--- src/esf_pkg.sv ---
// ----------------------------------------------------------------------------
// esf_pkg: shared types for the event subscription fan-out block
// Word layouts on both channels, action and result codes, sequencer states.
// ----------------------------------------------------------------------------
package esf_pkg;

  localparam int EVT_W = 6;
  localparam int OBJ_W = 5;

  typedef enum logic [1:0] {
    ACT_SUBSCRIBE   = 2'd0,
    ACT_UNSUBSCRIBE = 2'd1,
    ACT_PUBLISH     = 2'd2,
    ACT_QUERY       = 2'd3
  } action_t;

  typedef enum logic [1:0] {
    KIND_DELIVERY = 2'd0,
    KIND_RELEASE  = 2'd1,
    KIND_ACK      = 2'd2
  } kind_t;

  typedef enum logic [2:0] {
    ST_CLEAR,
    ST_IDLE,
    ST_READ,
    ST_EXEC,
    ST_SCAN
  } state_t;

  typedef struct packed {
    action_t          action;
    logic [EVT_W-1:0] event_index;
    logic [OBJ_W-1:0] object_index;
    logic             counted_event;
    logic             from_interrupt;
  } in_word_t;

  typedef struct packed {
    kind_t            result_kind;
    logic [OBJ_W-1:0] dest_object;
    logic [EVT_W-1:0] event_out;
    logic             add_reference;
    logic             is_subscribed;
    logic             interrupt_path;
    logic             last;
  } out_word_t;

endpackage

--- src/event_subscription_fanout.sv ---
// ----------------------------------------------------------------------------
// event_subscription_fanout: multicast subscription bitmap
// One row of subscriber bits per event. Subscribe, unsubscribe and query each
// answer with one acknowledge word; publish fans out one delivery word per
// subscriber, or a single release word for a counted event with none.
//
// Channels: in_valid/in_ready carry one in_word_t request; out_valid/out_ready
// carry out_word_t results, the final one of each request marked by last.
// An uncounted publish with no subscribers gives no result at all.
// Sequence: a request is accepted in idle, the row is read from the bitmap RAM
// in the next cycle (registered read), and in the exec state an acknowledge or
// release word is loaded into the output register once that register is free.
// A publish with subscribers goes from exec to scan, which loads its deliveries.
// Throughput: one request at a time. A publish sends one delivery word per
// cycle while out_ready stays high, set by the shared lowest-set-bit unit
// working through the row.
// Reset: the sequencer sweeps the RAM writing zero rows, one row per cycle,
// over all min(NUM_EVENTS, 64) rows; in_ready stays low during the sweep.
// Stall: when out_ready is low the held word stays put and the sequencer
// waits; no word is dropped or repeated.
// ----------------------------------------------------------------------------
module event_subscription_fanout
  import esf_pkg::*;
#(
  parameter int NUM_OBJECTS = 32,
  parameter int NUM_EVENTS  = 64
) (
  input  logic      clk,
  input  logic      rst,
  input  logic      in_valid,
  output logic      in_ready,
  input  in_word_t  in_data,
  output logic      out_valid,
  input  logic      out_ready,
  output out_word_t out_data
);

  // object and event fields are 5 and 6 bits, so only that many are reachable
  localparam int ROW_W  = (NUM_OBJECTS > 32) ? 32 : NUM_OBJECTS;
  localparam int ROWS   = (NUM_EVENTS > 64) ? 64 : NUM_EVENTS;
  localparam int ADDR_W = (ROWS > 1) ? $clog2(ROWS) : 1;

  state_t state;
  state_t state_next;

  in_word_t item;                  // latched request
  logic [ROW_W-1:0] rd_row;        // registered RAM read
  logic [ROW_W-1:0] scan;          // bits still to deliver
  logic [ROW_W-1:0] scan_next;
  logic             scan_load;
  logic [ADDR_W-1:0] clr_addr;

  logic [ROW_W-1:0] mem [ROWS];
  logic              mem_we;
  logic [ADDR_W-1:0] mem_wa;
  logic [ROW_W-1:0]  mem_wd;
  logic [ADDR_W-1:0] rd_addr;

  logic evt_ok;
  logic obj_ok;
  logic out_free;
  logic out_load;
  out_word_t out_next;

  logic [ROW_W-1:0] unit_row;
  logic [ROW_W-1:0] upd_row;
  logic             hit;
  logic [OBJ_W-1:0] low_idx;
  logic [ROW_W-1:0] rest;
  logic [ROW_W-1:0] row_eff;

  assign evt_ok   = 32'(item.event_index) < NUM_EVENTS;
  assign obj_ok   = 32'(item.object_index) < NUM_OBJECTS;
  assign out_free = !out_valid || out_ready;
  assign in_ready = (state == ST_IDLE);
  assign rd_addr  = item.event_index[ADDR_W-1:0];
  assign row_eff  = evt_ok ? rd_row : '0;
  assign unit_row = (state == ST_SCAN) ? scan : row_eff;

  esf_bit_unit #(
    .ROW_W (ROW_W)
  ) u_bit (
    .row     (unit_row),
    .obj     (item.object_index),
    .action  (item.action),
    .upd_row (upd_row),
    .hit     (hit),
    .low_idx (low_idx),
    .rest    (rest)
  );

  // bitmap RAM: one write port, one registered read port
  always_ff @(posedge clk) begin
    if (mem_we) begin
      mem[mem_wa] <= mem_wd;
    end
    rd_row <= mem[rd_addr];
  end

  // sequencer
  always_ff @(posedge clk) begin
    if (rst) begin
      state    <= ST_CLEAR;
      clr_addr <= '0;
    end else begin
      state <= state_next;
      if (state == ST_CLEAR) begin
        clr_addr <= clr_addr + ADDR_W'(1);
      end
    end
  end

  always_comb begin
    state_next = state;
    mem_we     = 1'b0;
    mem_wa     = rd_addr;
    mem_wd     = upd_row;
    out_load   = 1'b0;
    scan_load  = 1'b0;
    scan_next  = row_eff;
    out_next   = '{result_kind:    KIND_ACK,
                   dest_object:    '0,
                   event_out:      item.event_index,
                   add_reference:  1'b0,
                   is_subscribed:  1'b0,
                   interrupt_path: item.from_interrupt,
                   last:           1'b1};
    unique case (state)
      ST_CLEAR: begin
        mem_we = 1'b1;
        mem_wa = clr_addr;
        mem_wd = '0;
        if (clr_addr == ADDR_W'(ROWS - 1)) begin
          state_next = ST_IDLE;
        end
      end
      ST_IDLE: begin
        if (in_valid) begin
          state_next = ST_READ;
        end
      end
      ST_READ: begin
        state_next = ST_EXEC;
      end
      ST_EXEC: begin
        if (item.action == ACT_PUBLISH) begin
          if (row_eff != '0) begin
            scan_load  = 1'b1;
            state_next = ST_SCAN;
          end else if (!item.counted_event) begin
            state_next = ST_IDLE;
          end else if (out_free) begin
            out_load             = 1'b1;
            out_next.result_kind = KIND_RELEASE;
            state_next           = ST_IDLE;
          end
        end else if (out_free) begin
          // subscribe/unsubscribe write back; query leaves the row alone
          mem_we                 = evt_ok && obj_ok && (item.action != ACT_QUERY);
          out_load               = 1'b1;
          out_next.is_subscribed = evt_ok && obj_ok && hit;
          state_next             = ST_IDLE;
        end
      end
      ST_SCAN: begin
        if (out_free) begin
          out_load               = 1'b1;
          scan_load              = 1'b1;
          scan_next              = rest;
          out_next.result_kind   = KIND_DELIVERY;
          out_next.dest_object   = low_idx;
          out_next.add_reference = item.counted_event;
          out_next.last          = (rest == '0);
          if (rest == '0) begin
            state_next = ST_IDLE;
          end
        end
      end
      default: begin
        state_next = ST_IDLE;
      end
    endcase
  end

  // request latch and scan register
  always_ff @(posedge clk) begin
    if (in_valid && in_ready) begin
      item <= in_data;
    end
    if (scan_load) begin
      scan <= scan_next;
    end
  end

  // output register
  always_ff @(posedge clk) begin
    if (rst) begin
      out_valid <= 1'b0;
    end else if (out_load) begin
      out_valid <= 1'b1;
    end else if (out_ready) begin
      out_valid <= 1'b0;
    end
  end

  always_ff @(posedge clk) begin
    if (out_load) begin
      out_data <= out_next;
    end
  end

endmodule

--- src/esf_bit_unit.sv ---
// ----------------------------------------------------------------------------
// esf_bit_unit: shared row unit
// Sets, clears or tests one subscriber bit, and peels the lowest set bit off
// a row for the publish scan.
// ----------------------------------------------------------------------------
module esf_bit_unit
  import esf_pkg::*;
#(
  parameter int ROW_W = 32
) (
  input  logic [ROW_W-1:0] row,
  input  logic [OBJ_W-1:0] obj,
  input  action_t          action,
  output logic [ROW_W-1:0] upd_row,
  output logic             hit,
  output logic [OBJ_W-1:0] low_idx,
  output logic [ROW_W-1:0] rest
);

  logic [ROW_W-1:0] mask;
  logic [ROW_W-1:0] lowbit;

  assign mask = ROW_W'(1) << obj;

  always_comb begin
    unique case (action)
      ACT_SUBSCRIBE:   upd_row = row | mask;
      ACT_UNSUBSCRIBE: upd_row = row & ~mask;
      default:         upd_row = row;
    endcase
  end

  assign hit = |(upd_row & mask);

  // two's complement trick isolates the lowest set bit
  assign lowbit = row & (~row + ROW_W'(1));
  assign rest   = row ^ lowbit;

  always_comb begin
    low_idx = '0;
    for (int i = 0; i < ROW_W; i++) begin
      if (lowbit[i]) begin
        low_idx = low_idx | OBJ_W'(i);
      end
    end
  end

endmodule

--- config.mk ---
export PLATFORM = sky130hd
export DESIGN_NAME = event_subscription_fanout
export DESIGN_NICKNAME = d
export VERILOG_FILES = /design/src/esf_pkg.sv /design/src/event_subscription_fanout.sv /design/src/esf_bit_unit.sv
export SDC_FILE = /design/constraint.sdc
export NUM_CORES = 2
export LEC_CHECK = 0
export ABC_AREA = 0
export BUFFER_PORTS_ARGS = -buffer_cell sky130_fd_sc_hd__buf_2
export CORE_ASPECT_RATIO = 1.5
export CORE_MARGIN = 4
export CORE_UTILIZATION = 35
export CTS_BUF_LIST = sky130_fd_sc_hd__clkbuf_4 sky130_fd_sc_hd__clkbuf_8
export CTS_CLUSTER_SIZE = 28
export DETAILED_ROUTE_END_ITERATION = 10
export HOLD_SLACK_MARGIN = 0.12
export PLACE_DENSITY = 0.61
export SLEW_MARGIN = 20
export SYNTH_ARGS = -nofsm -noshare
export SYNTH_HDL_FRONTEND = slang
export SYNTH_SLANG_ARGS = --single-unit
--- constraint.sdc ---
create_clock -name clk -period 6.9 [get_ports clk]
set_input_delay 0 -clock clk [delete_from_list [all_inputs] [get_ports clk]]
set_output_delay 0 -clock clk [all_outputs]
set_load 0.1 [all_outputs]
==> flow_metrics.env <==
export IMPL_outcome="complete, no violations"
export IMPL_wire_length_of_the_first_global_routing_pass_mm=316
export IMPL_finalWirelength_mm=220
export IMPL_place_detailed_hpwl_mm=125
export IMPL_cellLeakagePower_nw=29.6
export IMPL_number_of_warnings_issued_by_yosys=0
export IMPL_post_synth_inst_count=3775
export IMPL_power_clock_fraction=0.310
export IMPL_ys_types=71
export IMPL_hold_path_class="in -> reg"
export IMPL_whs_ps=331
export IMPL_ctsResizeCount=0
export IMPL_routedWlPerCell_um=29.7
export IMPL_tightestPinTransition_ps=1130
export IMPL_maximum_number_of_pins_on_one_net_before_global_route_repair=136
export IMPL_cts_htree_levels=5
export IMPL_cp_data_arrival_time_ps=4950
export IMPL_critPathMostFrequentCell="sky130_fd_sc_hd__nand2_1"
export IMPL_total_of_buffers_placed_on_input_and_output_ports=37
export IMPL_syn_num_nets=3795
export IMPL_timing_critical_path_cells="nor2_1 -> nand2_1 -> or3_1 -> o31ai_1 -> nand2_1 -> nor2_4 -> buf_4"
export IMPL_detailroute_via_count=41100
export IMPL_setup_violations_final=0
export IMPL_drive_above_1_share=0.332
export IMPL_clock_tree_from_tritoncts="done"
export IMPL_clock_skew_final_ps=82.2
export IMPL_die_x_um=409
export IMPL_worst_endpoint_required_ps=7440
export IMPL_vdd_ir_drop_worst_mv=0.219
export IMPL_slew_limit_headroom=0.244
export IMPL_synth_largest_type_area_fraction=0.752
export IMPL_final_period_utilization=0.639
export IMPL_synth_enable_flop_cells=2112
export IMPL_finalWorstPathRequiredPeriod_ps=4410
export IMPL_total_of_fill_cells_in_the_finished_design=20900
export IMPL_rows=220
export IMPL_worst_path_dominant_cell_family="simple AND/OR/NAND/NOR gates"
export IMPL_power_share_combinational=0.166
export IMPL_postCtsSetupBuffers=0
export IMPL_ys_flop_type="sky130_fd_sc_hd__edfxtp_1"
export IMPL_power_net_switching_mw=8.69
export IMPL_area_added_between_synthesis_and_finish_pct=13.5
export IMPL_initialDrtViolationCount=4432
export IMPL_max_freq_mhz=227
export IMPL_yosys_top_cells_area="sky130_fd_sc_hd__edfxtp_1 75%, sky130_fd_sc_hd__mux4_2 18%, sky130_fd_sc_hd__dfxtp_1 1.0%"
export IMPL_die_ht_um=609
export IMPL_timing_critical_path_slowest_stage_cell="sky130_fd_sc_hd__nor2_4"
export IMPL_totalNegativeSetupSlack_ps=0
export IMPL_filler_free_cell_count_of_the_finished_design=7414
export IMPL_placeableCoreArea_um2=239000
export IMPL_fp_dieArea_um2=249000
export IMPL_drtPass1Iterations=8
export IMPL_startpoint_type="register"
export IMPL_tritoncts_num_buffers=306
export IMPL_critical_path_max_stage_delay_ps=830
export IMPL_worst_path_fanout_max=27
export IMPL_nets=4099
export IMPL_final_wtd_congestion=0.861
export IMPL_netlist_top_cells_count="2112 x sky130_fd_sc_hd__edfxtp_1, 663 x sky130_fd_sc_hd__mux4_2, 144 x sky130_fd_sc_hd__nand2_1"
export IMPL_clk_latency_ps=940
export IMPL_ys_async_sr_fraction=0
export IMPL_power_density_cell_area_nw_per_um2=329
export IMPL_worst_path_buf_inv=1
export IMPL_rsz0062_at_grt="false"
export IMPL_grtUsageTotal=0.174
export IMPL_pin_count=38
export IMPL_first_global_vias=42800
export IMPL_sw_frac_of_total=0.276
export IMPL_utilization=0.400
export IMPL_clockRootBuffer="sky130_fd_sc_hd__clkbuf_8"
export IMPL_synth_largest_area_cell="sky130_fd_sc_hd__edfxtp_1"
export IMPL_placed_cells=6840
export IMPL_sequentialPowerShare=0.524
export IMPL_ant_nets=0
export IMPL_detail_route_vias_per_cell=5.54
export IMPL_worst_setup_path_type="reg -> reg"
export IMPL_cts_sink_count=2154
export IMPL_global_route_overflow_total=0
export IMPL_initial_antenna_violation_count=6
export IMPL_slew_viol_final=0
export IMPL_floorplan_initialDensity=0.352
export IMPL_sequential_area_share_after_synthesis=0.762
export IMPL_int_power_mw=22.8
export IMPL_ys_seq_elements=2154
export IMPL_cp_end_kind="register"
export IMPL_cap_viol_max_count=0
export IMPL_pre_cts_slack_ps=2670
export IMPL_hold_viol=0
export IMPL_netlist_area_um2=84300
export IMPL_ctsHoldBuffers=37
export IMPL_cts_root_to_sink_buffers=4
export IMPL_post_synth_top_count_cell="sky130_fd_sc_hd__edfxtp_1"
export IMPL_post_route_worst_setup_slack_ps=2490
export IMPL_clk_pin_slew_ps=70
export IMPL_post_synth_cell_area_avg_um2=22.3
export IMPL_route_detailed_drc=0
[worst min-delay path, cell delays in order]
cell	delay, ps
sky130_fd_sc_hd__dlygate4sd3_1	520
sky130_fd_sc_hd__buf_2	100
sky130_fd_sc_hd__dlygate4sd3_1	530
[state kept, by name (all words and copies together) (netlist names)]
register	flops
out_valid	1
out_data	17
state	3
rd_addr	6
mem	2048
scan	32
item	9
rd_row	32
clr_addr	6
[cells in the final DEF (no fill, tap or decap), drive strengths merged, types with 5 or more instances in the layout]
cell         count
edfxtp        2112
mux4           663
clkbuf         411
buf            171
nand2          144
nor2           142
clkinv          99
o21ai           56
a21oi           49
nor3            47
dfxtp           42
mux2i           40
dlygate4sd3     37
nor4            21
nand3           19
inv             18
o31ai           14
or4             12
a31oi           12
or3             11
mux2            11
a311oi          10
o311a           10
nand2b           9
or2              8
nand3b           8
o22ai            8
a211oi           8
nand4            7
clkinvlp         7
nor2b            6
o211ai           6
o311ai           6
diode            5
o41ai            5
bufinv           5
o21a             5
and2             5
[logic make-up after synthesis]
logic type / Yosys count / synth area share
adder cells (fa/ha/maj): 2 / 0.000267
buffers and inverters: 222 / 0.0105
flip-flops: 2154 / 0.762
AO/OA/AOI/OAI: 227 / 0.0182
AND/OR/NAND/NOR: 449 / 0.0250
XOR/XNOR: 7 / 0.000727
multiplexers: 714 / 0.183
[area by class of cell]
type                    count  area [um2]  share of cell area
flip-flops and latches   2154       64300               0.672
inverters                  10        37.5            0.000392
well taps                3108        3890              0.0406
clock inverters           119         696             0.00727
multi-input cells        1399       20000               0.209
repair buffers            208        1730              0.0181
diodes                      5        12.5            0.000131
clock buffers             411        5090              0.0532
[per-layer routing]
layer	global-route usage	vias up	wire length [um]	part of all wire
met3	0.0279	425	13400	0.061
met4	0.0605	4	7490	0.034
met2	0.314	1657	118000	0.54
li1	-	16800	-	-
met5	0	-	27	0.00012
met1	0.213	22300	81200	0.37
[worst paths after layout]
path          startpoint           to  slack (ps)  cells past startpoint
max             state[0]   mem[4][30]        2490                      7
min          in_data[13]     item[13]         330                      3
max reg2reg     state[0]   mem[4][30]        2490                      7
min reg2reg      item[0]  out_data[1]         420                      0
[power groups by stage]
| stage | Combinational (mW) | Clock, mW | Sequential [mW] |
|---|---|---|---|
| floorplan | 3.01 | 0 | 16.8 |
| global placement | 5.14 | 0 | 16.7 |
| detailed placement | 5.22 | 0 | 16.8 |
| CTS | 5.25 | 9.98 | 16.5 |
| global route | 5.52 | 10.6 | 16.5 |
| finish | 5.23 | 9.74 | 16.5 |
[metrics by stage]
step                      cell area [um2]  power (mW)
after floorplan                     84300        19.8
after global placement              89400        21.9
after detailed placement            89400        22.0
after CTS                           95600        31.7
after global routing                95700        32.6
final                               95700        31.4
No activity file was read; power rests on OpenSTA's default activity.
